--- config.mk ---
export PLATFORM = sky130hd
export DESIGN_NAME = rle_tile_grid_decoder_flat
export DESIGN_NICKNAME = d
export VERILOG_FILES = /design/src/rtl/rtgd_pkg.sv /design/src/rtl/rtgd_if.sv /design/src/rtl/rle_tile_grid_decoder.sv /design/src/flat_wrapper.sv
export SDC_FILE = /design/constraint.sdc
export NUM_CORES = 1
export LEC_CHECK = 0
export BUFFER_PORTS_ARGS = -buffer_cell sky130_fd_sc_hd__buf_4
export CORE_UTILIZATION = 59
export DETAILED_ROUTE_END_ITERATION = 12
export PLACE_DENSITY = 0.92
export SLEW_MARGIN = 20
export SYNTH_ARGS = -nofsm -noshare
export SYNTH_HDL_FRONTEND = slang
export SYNTH_SLANG_ARGS = --single-unit
--- constraint.sdc ---
create_clock -name i_clk -period 7.2 [get_ports i_clk]
set_input_delay 1.44 -clock i_clk [delete_from_list [all_inputs] [get_ports i_clk]]
set_output_delay 1.44 -clock i_clk [all_outputs]
set_load 0.02 [all_outputs]
--- src/rtl/rtgd_pkg.sv ---
// package: types, constants and codes of the run-length tile grid decoder
`timescale 1ns / 1ps

package rtgd_pkg;

    // grid geometry
    localparam int GRID_SIDE  = 128;
    localparam int GRID_TOTAL = GRID_SIDE * GRID_SIDE;
    localparam int SIDE_W     = $clog2(GRID_SIDE);
    localparam int ADDR_W     = $clog2(GRID_TOTAL);
    localparam int CNT_W      = $clog2(GRID_TOTAL + 1);

    // fixed field widths
    localparam int BYTE_W   = 8;
    localparam int TILE_W   = 14;
    localparam int STATUS_W = 2;

    // count byte threshold: above this a run starts
    localparam logic [BYTE_W-1:0] RUN_BASE = 8'd127;

    // segment status codes
    localparam logic [STATUS_W-1:0] ST_OK    = 2'd0;
    localparam logic [STATUS_W-1:0] ST_TOTAL = 2'd1;
    localparam logic [STATUS_W-1:0] ST_TRUNC = 2'd2;

    typedef enum logic [1:0] {
        PH_COUNT = 2'd0,
        PH_RUN   = 2'd1,
        PH_LIT   = 2'd2
    } t_phase;

    typedef struct packed {
        logic [BYTE_W-1:0] data_byte;
        logic              last_byte;
    } t_in_item;

    typedef struct packed {
        logic [TILE_W-1:0]   first_tile;
        logic [TILE_W-1:0]   grid_address;
        logic [BYTE_W-1:0]   tile_value;
        logic [BYTE_W-1:0]   run_length;
        logic                segment_done;
        logic [STATUS_W-1:0] segment_status;
    } t_out_item;

endpackage

--- src/rtl/rtgd_if.sv ---
// stream interfaces for the byte input and the tile result channels
`timescale 1ns / 1ps

interface rtgd_in_if;
    logic               valid;
    logic               ready;
    rtgd_pkg::t_in_item payload;

    modport source (output valid, output payload, input ready);
    modport sink   (input valid, input payload, output ready);
endinterface

interface rtgd_out_if;
    logic                valid;
    logic                ready;
    rtgd_pkg::t_out_item payload;

    modport source (output valid, output payload, input ready);
    modport sink   (input valid, input payload, output ready);
endinterface

--- src/rtl/rle_tile_grid_decoder.sv ---
// top level: run-length decoder that writes a square tile grid, transposed
`timescale 1ns / 1ps
// output: a result is registered and appears in the cycle after its byte transfer
// throughput: one byte per cycle; the only stall is a full output register
//   whose result is not taken in the same cycle
// reset: synchronous active-low i_rst_n clears the decode phase, counters,
//   overflow flag and the output valid; payload registers are not reset

module rle_tile_grid_decoder (
    input  logic     i_clk,
    input  logic     i_rst_n,
    rtgd_in_if.sink    i_byte,
    rtgd_out_if.source o_tile
);

    // decode state
    rtgd_pkg::t_phase                  r_phase, n_phase;
    logic [rtgd_pkg::BYTE_W-1:0]       r_remaining, n_remaining;
    logic [rtgd_pkg::BYTE_W-1:0]       r_repeat, n_repeat;
    logic [rtgd_pkg::CNT_W-1:0]        r_written, n_written;
    logic                              r_overflow, n_overflow;

    // output register
    logic                              r_out_valid;
    rtgd_pkg::t_out_item               r_out;
    rtgd_pkg::t_out_item               n_out;

    logic                              in_xfer;
    logic                              have_value;
    logic                              emit;
    logic [rtgd_pkg::BYTE_W-1:0]       want;
    logic [rtgd_pkg::BYTE_W-1:0]       kept;
    logic [rtgd_pkg::CNT_W-1:0]        room;
    logic [rtgd_pkg::ADDR_W-1:0]       first_idx;
    logic [rtgd_pkg::SIDE_W-1:0]       grid_col;
    logic [rtgd_pkg::SIDE_W-1:0]       grid_row;
    logic [rtgd_pkg::ADDR_W-1:0]       addr;
    logic [rtgd_pkg::BYTE_W-1:0]       byte_in;
    logic                              last_in;

    assign byte_in = i_byte.payload.data_byte;
    assign last_in = i_byte.payload.last_byte;

    // the output register frees up in the same cycle its result is taken
    assign i_byte.ready = !r_out_valid || o_tile.ready;
    assign in_xfer      = i_byte.valid && i_byte.ready;

    assign o_tile.valid   = r_out_valid;
    assign o_tile.payload = r_out;

    // next phase of the record parser
    always_comb begin
        n_phase = r_phase;
        unique case (r_phase)
            rtgd_pkg::PH_COUNT: begin
                if (byte_in > rtgd_pkg::RUN_BASE) begin
                    n_phase = rtgd_pkg::PH_RUN;
                end else if (byte_in != '0) begin
                    n_phase = rtgd_pkg::PH_LIT;
                end
            end
            rtgd_pkg::PH_RUN: begin
                n_phase = rtgd_pkg::PH_COUNT;
            end
            rtgd_pkg::PH_LIT: begin
                // last literal of the record closes it
                if (r_remaining == rtgd_pkg::BYTE_W'(1)) begin
                    n_phase = rtgd_pkg::PH_COUNT;
                end
            end
            default: begin
                n_phase = rtgd_pkg::PH_COUNT;
            end
        endcase
    end

    // value bytes, tile accounting and result building
    always_comb begin
        n_remaining = r_remaining;
        n_repeat    = r_repeat;
        have_value  = 1'b0;
        want        = '0;

        unique case (r_phase)
            rtgd_pkg::PH_COUNT: begin
                if (byte_in > rtgd_pkg::RUN_BASE) begin
                    n_repeat = byte_in - rtgd_pkg::RUN_BASE;
                end else if (byte_in != '0) begin
                    n_remaining = byte_in;
                end
            end
            rtgd_pkg::PH_RUN: begin
                have_value = 1'b1;
                want       = r_repeat;
                n_repeat   = '0;
            end
            rtgd_pkg::PH_LIT: begin
                have_value  = 1'b1;
                want        = rtgd_pkg::BYTE_W'(1);
                n_remaining = r_remaining - rtgd_pkg::BYTE_W'(1);
            end
            default: begin
                have_value = 1'b0;
            end
        endcase

        // tiles still free in the grid; writes beyond it are dropped
        room = (r_written < rtgd_pkg::CNT_W'(rtgd_pkg::GRID_TOTAL))
             ? rtgd_pkg::CNT_W'(rtgd_pkg::GRID_TOTAL) - r_written : '0;
        kept = '0;
        if (have_value) begin
            kept = (rtgd_pkg::CNT_W'(want) <= room) ? want : room[rtgd_pkg::BYTE_W-1:0];
        end

        n_overflow = r_overflow || (kept != want);
        n_written  = r_written + rtgd_pkg::CNT_W'(kept);

        // transposed address of the first tile: column becomes the row
        first_idx = (kept != '0) ? r_written[rtgd_pkg::ADDR_W-1:0] : '0;
        grid_col  = rtgd_pkg::SIDE_W'(first_idx % rtgd_pkg::GRID_SIDE);
        grid_row  = rtgd_pkg::SIDE_W'(first_idx / rtgd_pkg::GRID_SIDE);
        addr      = rtgd_pkg::ADDR_W'(rtgd_pkg::ADDR_W'(grid_col)
                  * rtgd_pkg::ADDR_W'(rtgd_pkg::GRID_SIDE))
                  + rtgd_pkg::ADDR_W'(grid_row);

        emit = have_value || last_in;

        n_out.first_tile     = rtgd_pkg::TILE_W'(first_idx);
        n_out.grid_address   = rtgd_pkg::TILE_W'(addr);
        n_out.tile_value     = (kept != '0) ? byte_in : '0;
        n_out.run_length     = kept;
        n_out.segment_done   = last_in;
        n_out.segment_status = rtgd_pkg::ST_OK;
        if (last_in) begin
            // an unfinished record outranks a wrong tile total
            if (n_phase != rtgd_pkg::PH_COUNT) begin
                n_out.segment_status = rtgd_pkg::ST_TRUNC;
            end else if (n_written != rtgd_pkg::CNT_W'(rtgd_pkg::GRID_TOTAL) || n_overflow) begin
                n_out.segment_status = rtgd_pkg::ST_TOTAL;
            end
        end
    end

    // decode state: the segment end returns everything to its reset value
    always_ff @(posedge i_clk) begin
        if (!i_rst_n) begin
            r_phase     <= rtgd_pkg::PH_COUNT;
            r_remaining <= '0;
            r_repeat    <= '0;
            r_written   <= '0;
            r_overflow  <= 1'b0;
        end else if (in_xfer) begin
            if (last_in) begin
                r_phase     <= rtgd_pkg::PH_COUNT;
                r_remaining <= '0;
                r_repeat    <= '0;
                r_written   <= '0;
                r_overflow  <= 1'b0;
            end else begin
                r_phase     <= n_phase;
                r_remaining <= n_remaining;
                r_repeat    <= n_repeat;
                r_written   <= n_written;
                r_overflow  <= n_overflow;
            end
        end
    end

    // result register: loaded on a transfer that yields a result
    always_ff @(posedge i_clk) begin
        if (!i_rst_n) begin
            r_out_valid <= 1'b0;
        end else if (in_xfer) begin
            r_out_valid <= emit;
        end else if (o_tile.ready) begin
            r_out_valid <= 1'b0;
        end
    end

    always_ff @(posedge i_clk) begin
        if (in_xfer && emit) begin
            r_out <= n_out;
        end
    end

endmodule

--- src/flat_wrapper.sv ---
// flat-port wrapper written by rule: the top's interface ports become plain ports
module rle_tile_grid_decoder_flat 
  (i_clk, i_rst_n, i_byte_valid, i_byte_payload, i_byte_ready, o_tile_valid, o_tile_payload, o_tile_ready);
  rtgd_in_if i_byte_i ();
  rtgd_out_if o_tile_i ();
  input  logic i_clk;
  input  logic i_rst_n;
  input wire logic [$bits(i_byte_i.valid)-1:0] i_byte_valid;
  input wire logic [$bits(i_byte_i.payload)-1:0] i_byte_payload;
  output wire logic [$bits(i_byte_i.ready)-1:0] i_byte_ready;
  output wire logic [$bits(o_tile_i.valid)-1:0] o_tile_valid;
  output wire logic [$bits(o_tile_i.payload)-1:0] o_tile_payload;
  input wire logic [$bits(o_tile_i.ready)-1:0] o_tile_ready;
  assign i_byte_i.valid = i_byte_valid;
  assign i_byte_i.payload = i_byte_payload;
  assign i_byte_ready = i_byte_i.ready;
  assign o_tile_valid = o_tile_i.valid;
  assign o_tile_payload = o_tile_i.payload;
  assign o_tile_i.ready = o_tile_ready;
  rle_tile_grid_decoder u_core (.i_clk(i_clk), .i_rst_n(i_rst_n), .i_byte(i_byte_i), .o_tile(o_tile_i));
endmodule
Word-level counts from Yosys, hierarchy flattened
Index checks and enable logic that the tools add are counted.
{ "classes": {"addsub": 5, "magnitude_cmp": 3, "eq_ne": 8, "muxes": 24, "n_bitwise": 1, "n_reduce_logical": 18} }
{ "op_table": {"columns": ["operator", "n"], "rows": [
  ["$mux 8", 7],
  ["$pmux 8 s2", 3],
  ["$mux 15", 2],
  ["$reduce_bool 8->1", 2],
  ["$add 15x8->15", 1],
  ["$le 8x15->1", 1],
  ["$lt 15x15->1 const B", 1],
  ["$ne 15x15->1 const B", 1],
  ["$sub 15x15->15 const A", 1],
  ["$add 14x7->14", 1],
  ["$mux 14", 1],
  ["$mux 2", 5],
  ["$eq 8x1->1 const B", 1],
  ["$gt 8x7->1 const B", 1],
  ["$ne 8x8->1", 1],
  ["$sub 8x1->8 const B", 1],
  ["$sub 8x7->8 const B", 1],
  ["$ne 3x2->1 const B", 2],
  ["$reduce_bool 3->1", 2],
  ["$mux 1", 5],
  ["$logic_or 1x1->1", 4],
  ["$pmux 2 s2", 1],
  ["$reduce_and 4->1", 1],
  ["$reduce_bool 2->1", 2],
  ["9 further kinds", 11]
]} }
{ "totals": {"register_bits": 82, "elab_cells": 72} }

Logic depth before layout (Yosys ltp)
{ "logic_depth": {"depth_word": 10, "mapped_depth": 24} }

Worst setup path before layout
Ideal clock, no wire load.
{ "synth_timing": {"path_type": "register -> register", "from": "reg u_core.r_written[0] in the netlist's numbering", "to": "reg u_core.r_out, in the netlist u_core.o_tile.payload[0], data pin", "arrival_ns": 5.199, "required_time_ns": 6.936, "setup_slack_ns": 1.737, "path_stages_with_launch": 25, "n_path_buf": 2, "synth_period_minus_slack_ns": 5.463, "path_cell_list": "dfxtp_1 -> buf_6 -> inv_1 -> ha_1 -> or4_1 -> o31ai_4 -> buf_6 -> nand2_1 -> ha_1 -> a211o_1 -> o211ai_1 -> a31o_2 -> a21oi_4 -> nand3_1 -> o21ai_0 -> ha_1 -> fa_1 -> a211oi_1 -> nor2_1 -> o31ai_1 -> a21oi_1 -> nor3b_1 -> o2111ai_1 -> nor4b_1 -> a21oi_1"} }
{ "synth_via": {"elab_chain_len": 9} }
{ "synth_lines": {"columns": ["item", "line_no", "text"], "rows": [
  ["start: declaration", "rle_tile_grid_decoder.sv:20", "logic [rtgd_pkg::CNT_W-1:0] r_written, n_written;"],
  ["start signal: assignment", "rle_tile_grid_decoder.sv:163", "r_written <= n_written;"],
  ["$sub 15x15->15 or $lt 15x15->1 (tied branches)", "rle_tile_grid_decoder.sv:109, rle_tile_grid_decoder.sv:108", null],
  ["$mux 15 *", "rle_tile_grid_decoder.sv:109", "? rtgd_pkg::CNT_W'(rtgd_pkg::GRID_TOTAL) - r_written : '0;"],
  ["$le 8x15->1", "rle_tile_grid_decoder.sv:112", "kept = (rtgd_pkg::CNT_W'(want) <= room) ? want : room[rtgd_pkg::BYTE_W-1:0];"],
  ["$mux 8 *", "rle_tile_grid_decoder.sv:112", null],
  ["$mux 8 *", "rle_tile_grid_decoder.sv:111", "if (have_value) begin"],
  ["via u_core.kept (one bit)", "rle_tile_grid_decoder.sv:32", "logic [rtgd_pkg::BYTE_W-1:0] kept;"],
  ["$add 15x8->15 or $ne 8x8->1 (tied branches)", "rle_tile_grid_decoder.sv:116, rle_tile_grid_decoder.sv:115", null],
  ["$ne 15x15->1 or $logic_or 1x1->1 (tied branches)", "rle_tile_grid_decoder.sv:138, rle_tile_grid_decoder.sv:115", null],
  ["$logic_or 1x1->1 *", "rle_tile_grid_decoder.sv:138", "end else if (n_written != rtgd_pkg::CNT_W'(rtgd_pkg::GRID_TOTAL) || n_overflow) begin"],
  ["$mux 1 *", "rle_tile_grid_decoder.sv:138", null],
  ["end signal: assignment", "rle_tile_grid_decoder.sv:182", "r_out <= n_out;"],
  ["end: declaration", "rle_tile_grid_decoder.sv:25", "rtgd_pkg::t_out_item r_out;"]
]} }
Mark *: on every way through the listed nets, which the timed path passes. The rest lies on a longest branch.
A chain may end at the register's enable or synchronous reset.

Final worst setup path
Same ends and word-level chain as after synthesis.

==> summary.txt <==
Synthesis
  – Syn Nets: 559
  – XOR/XNOR Fraction of Synth Area: 3.68%
  – Avg Cell Area, Syn: 9.15 µm²
  – Seq/Total Area, Yosys: 35.5%
  – EDFF count, synth: 33
  – Synthesis-stage register bit count: 68
  – Dominant synthesized flop cell: dfxtp_1
  – Cells after synthesis: 521
  – Async S/R FF share, synth: 0%
  – Largest family of logic cells by synthesized area: compound AO/OA/AOI/OAI gates
  – Post-synth cell types: 70
  – Syn Std Cell Area: 4760 µm²
  – Number of synthesis warnings: 0
  – Synth Area in Adders: 6.72%
  – Mux share of post-synthesis cell area: 2.15%
  – Compound-Gate Fraction of Synth Area: 24.8%
  – Synth Area in Simple Gates: 20.0%

Power and ir drop
  – PwrDens: 165 nW/µm²
  – Leakage: 2.14 nW
  – Peak VDD IR: 0.0000917 V

Hold path
  – HP Start: u_core.r_remaining[6]
  – Worst hold path class: register to register
  – Hold path cells: 2
  – Hold Path Sink: u_core.r_remaining[6]

Cells and area
  – Share of cells above drive strength 1: 20.8%
  – Antenna cell count: 0
  – Most frequent cells in the layout: 64 x buf_4, 36 x nand2_1, 35 x dfxtp_1
  – Commonest non-fill, non-tap cell in the layout: buf_4
  – Syn-to-layout area delta: 12.2%
  – Sequential cell area: 1690 µm²
  – Layout Nets: 590
  – Fillers: 606
  – Multi-input logic area: 2750 µm²

Worst setup path
  – Kind of critical path: register to register
  – Startpoint types: register
  – Critical R2R Launch: u_core.r_written[0]
  – Worst r2r path cells: 21
  – Crit path capture type: register
  – R2r endpoint: u_core.o_tile.payload[0]
  – Crit-path max FO: 16
  – Flop2flop setup slack: 0.71 ns
  – Required time of the critical path: 7.30 ns
  – Worst EP arrival: 6.60 ns

STA
  – Slew Limit Fails: 0
  – RSZ-0062 raised after global routing: false
  – Sum Neg Setup Slack: 0 ns
  – Clock Skew: 0.0103 ns
  – Period utilization: 90.2%
  – Worst-margin pin slew: 0.851 ns
  – Period minus WS final: 6.49 ns
  – Fmax: 154 MHz
  – Final setup viols: 0
  – Final Hold Viols: 0
  – Hold_ws: 0.494 ns
  – Slew margin rel.: 42.8%

Die
  – Starting Density: 61.3%
  – Die ar.: 8440 µm²
  – Std cell rows: 32
  – Die width: 91.9 µm
  – Core area: 7770 µm²
  – IO Pins: 62
  – Die height: 91.9 µm

Clock network
  – Number of CTS-inserted buffers: 9
  – Clk_lat worst skew: 0.36 ns
  – Clk sinks: 68
  – CTS tree: built
  – Htree depth: 3
  – Maximum root-to-sink buffer count: 2
  – Setup Fix Bufs, Post-CTS: 0
  – Post-cts resize count: 0
  – Root Buffer: clkbuf_8
  – Hold buffers post-CTS: 0
  – Clock slew at reported path FFs: 0.08 ns

Placed design
  – Port bufs: 61
  – GPL Wtd Cong: 0.972
  – Post-DP HPWL: 8.84 mm

Drt
  – Iter 0 DRT Violations: 437
  – Drt via density: 6.50
  – Routed len/inst: 18.6 µm
  – Antenna Violating Nets Remaining: 0
  – Final wirelength: 12.3 mm
  – DRC viols: 0
  – DR vias: 4281
  – DRT Pass-1 Iters: 5

Global route
  – First-pass GRT wire length: 19.9 mm
  – All-Layer GR Usage: 29.9%
  – Largest net degree at the start of global routing: 38
  – Initial antenna violation count: 0
  – Number of global-route vias before repair: 3985
  – GRT overflow: 0

Run
  – Max_cap viols: 0

Status
  – Status: completed
## cells by family (layout without fill, tap and decap cells)
| logic type | count (synthesis) | count (layout) |
|---|---|---|
| buf+inv | 66 | 102 |
| flops | 68 | 68 |
| fa+ha+maj | 25 | 25 |
| xor+xnor | 20 | 20 |
| mux | 10 | 10 |
| simple gates | 175 | 175 |
| compound gates | 157 | 157 |
## stage by stage
step	std cells	utilization, %	power [mW]	setup slack (ns)	cell area [µm²]
CTS	658	68.7	0.882	0.802	5330
global route	659	68.8	0.912	0.267	5340
detailed placement	642	66.0	0.553	0.845	5130
floorplan	521	-	0.514	1.74	4760
global placement	642	66.0	0.551	1.01	5130
finish	659	68.8	0.883	0.707	5340
## final cells by class
| cell class | count | share of cell area (%) |
|---|---|---|
| inverter | 21 | 1.48 |
| timing repair buffer | 65 | 9.20 |
| multi-input combinational | 387 | 51.4 |
| clock inverter | 7 | 1.55 |
| clock buffer | 9 | 2.32 |
| tap | 102 | 2.39 |
| sequential | 68 | 31.7 |
## sequential cells by signal, indices dropped and copies added (netlist names)
signal and cells:
u_core.r_written 15, u_core.o_tile.payload 33, u_core.o_tile.valid 1, u_core.r_repeat 8, u_core.r_remaining 8, u_core.r_overflow 1, u_core.r_phase 2
## critical path, cell delays in order, from the launching register on
cell and delay (ns):
dfxtp_1 0.53, inv_1 0.14, ha_1 0.28, or4_1 0.54, o31ai_4 0.61, nand2_1 0.17
ha_1 0.34, nand4_1 0.13, a21o_1 0.20, a31o_2 0.26, a21oi_4 0.31, mux2i_1 0.41
and2_1 0.21, ha_1 0.29, a211oi_1 0.28, nor2_1 0.11, o31ai_1 0.34, a21oi_1 0.25
nor3b_1 0.24, o2111ai_1 0.15, nor4b_1 0.33, a21oi_1 0.11
## report_power, final
part	total (mW)	internal, mW	leakage (nW)	switching (mW)
combinational	0.120	0.0453	1.43	0.0743
clock	0.336	0.166	0.0988	0.171
sequential	0.427	0.419	0.605	0.00745
total	0.883	0.630	2.14	0.252
## routing by layer
| metal | global-route usage, % | part of all wire [%] | vias to the layer above |
|---|---|---|---|
| li1 | - | - | 1968 |
| met4 | 13.4 | 3.4 | 0 |
| met5 | 0 | 0 | - |
| met2 | 47.3 | 47 | 263 |
| met1 | 40.0 | 42 | 2002 |
| met3 | 5.06 | 8.3 | 48 |
## cell usage after synthesis (14+ instances only)
library cell	number	area, µm²
a21oi_1	24	120
buf_4	14	105
dfxtp_1	35	701
clkbuf_1	19	71.3
inv_1	21	78.8
nor2_1	35	131
a22oi_1	16	120
ha_1	24	300
o21ai_0	20	100
edfxtp_1	33	991
nor2b_1	25	156
nand2_1	36	135
## how the worst max path moves through the flow
stage / startpoint / end / slack [ns]
5_1_grt: u_core.r_written[0] / u_core.o_tile.payload[0] / 0.27
3_3_place_gp: u_core.r_written[0] / u_core.o_tile.payload[0] / 1.01
2_1_floorplan: u_core.r_written[0] / u_core.o_tile.payload[0] / 1.74
6_report: u_core.r_written[0] / u_core.o_tile.payload[0] / 0.71
4_1_cts: u_core.r_written[0] / u_core.o_tile.payload[0] / 0.80
3_5_place_dp: u_core.r_written[0] / u_core.o_tile.payload[0] / 0.84
Power figures use the tool's default switching activity.
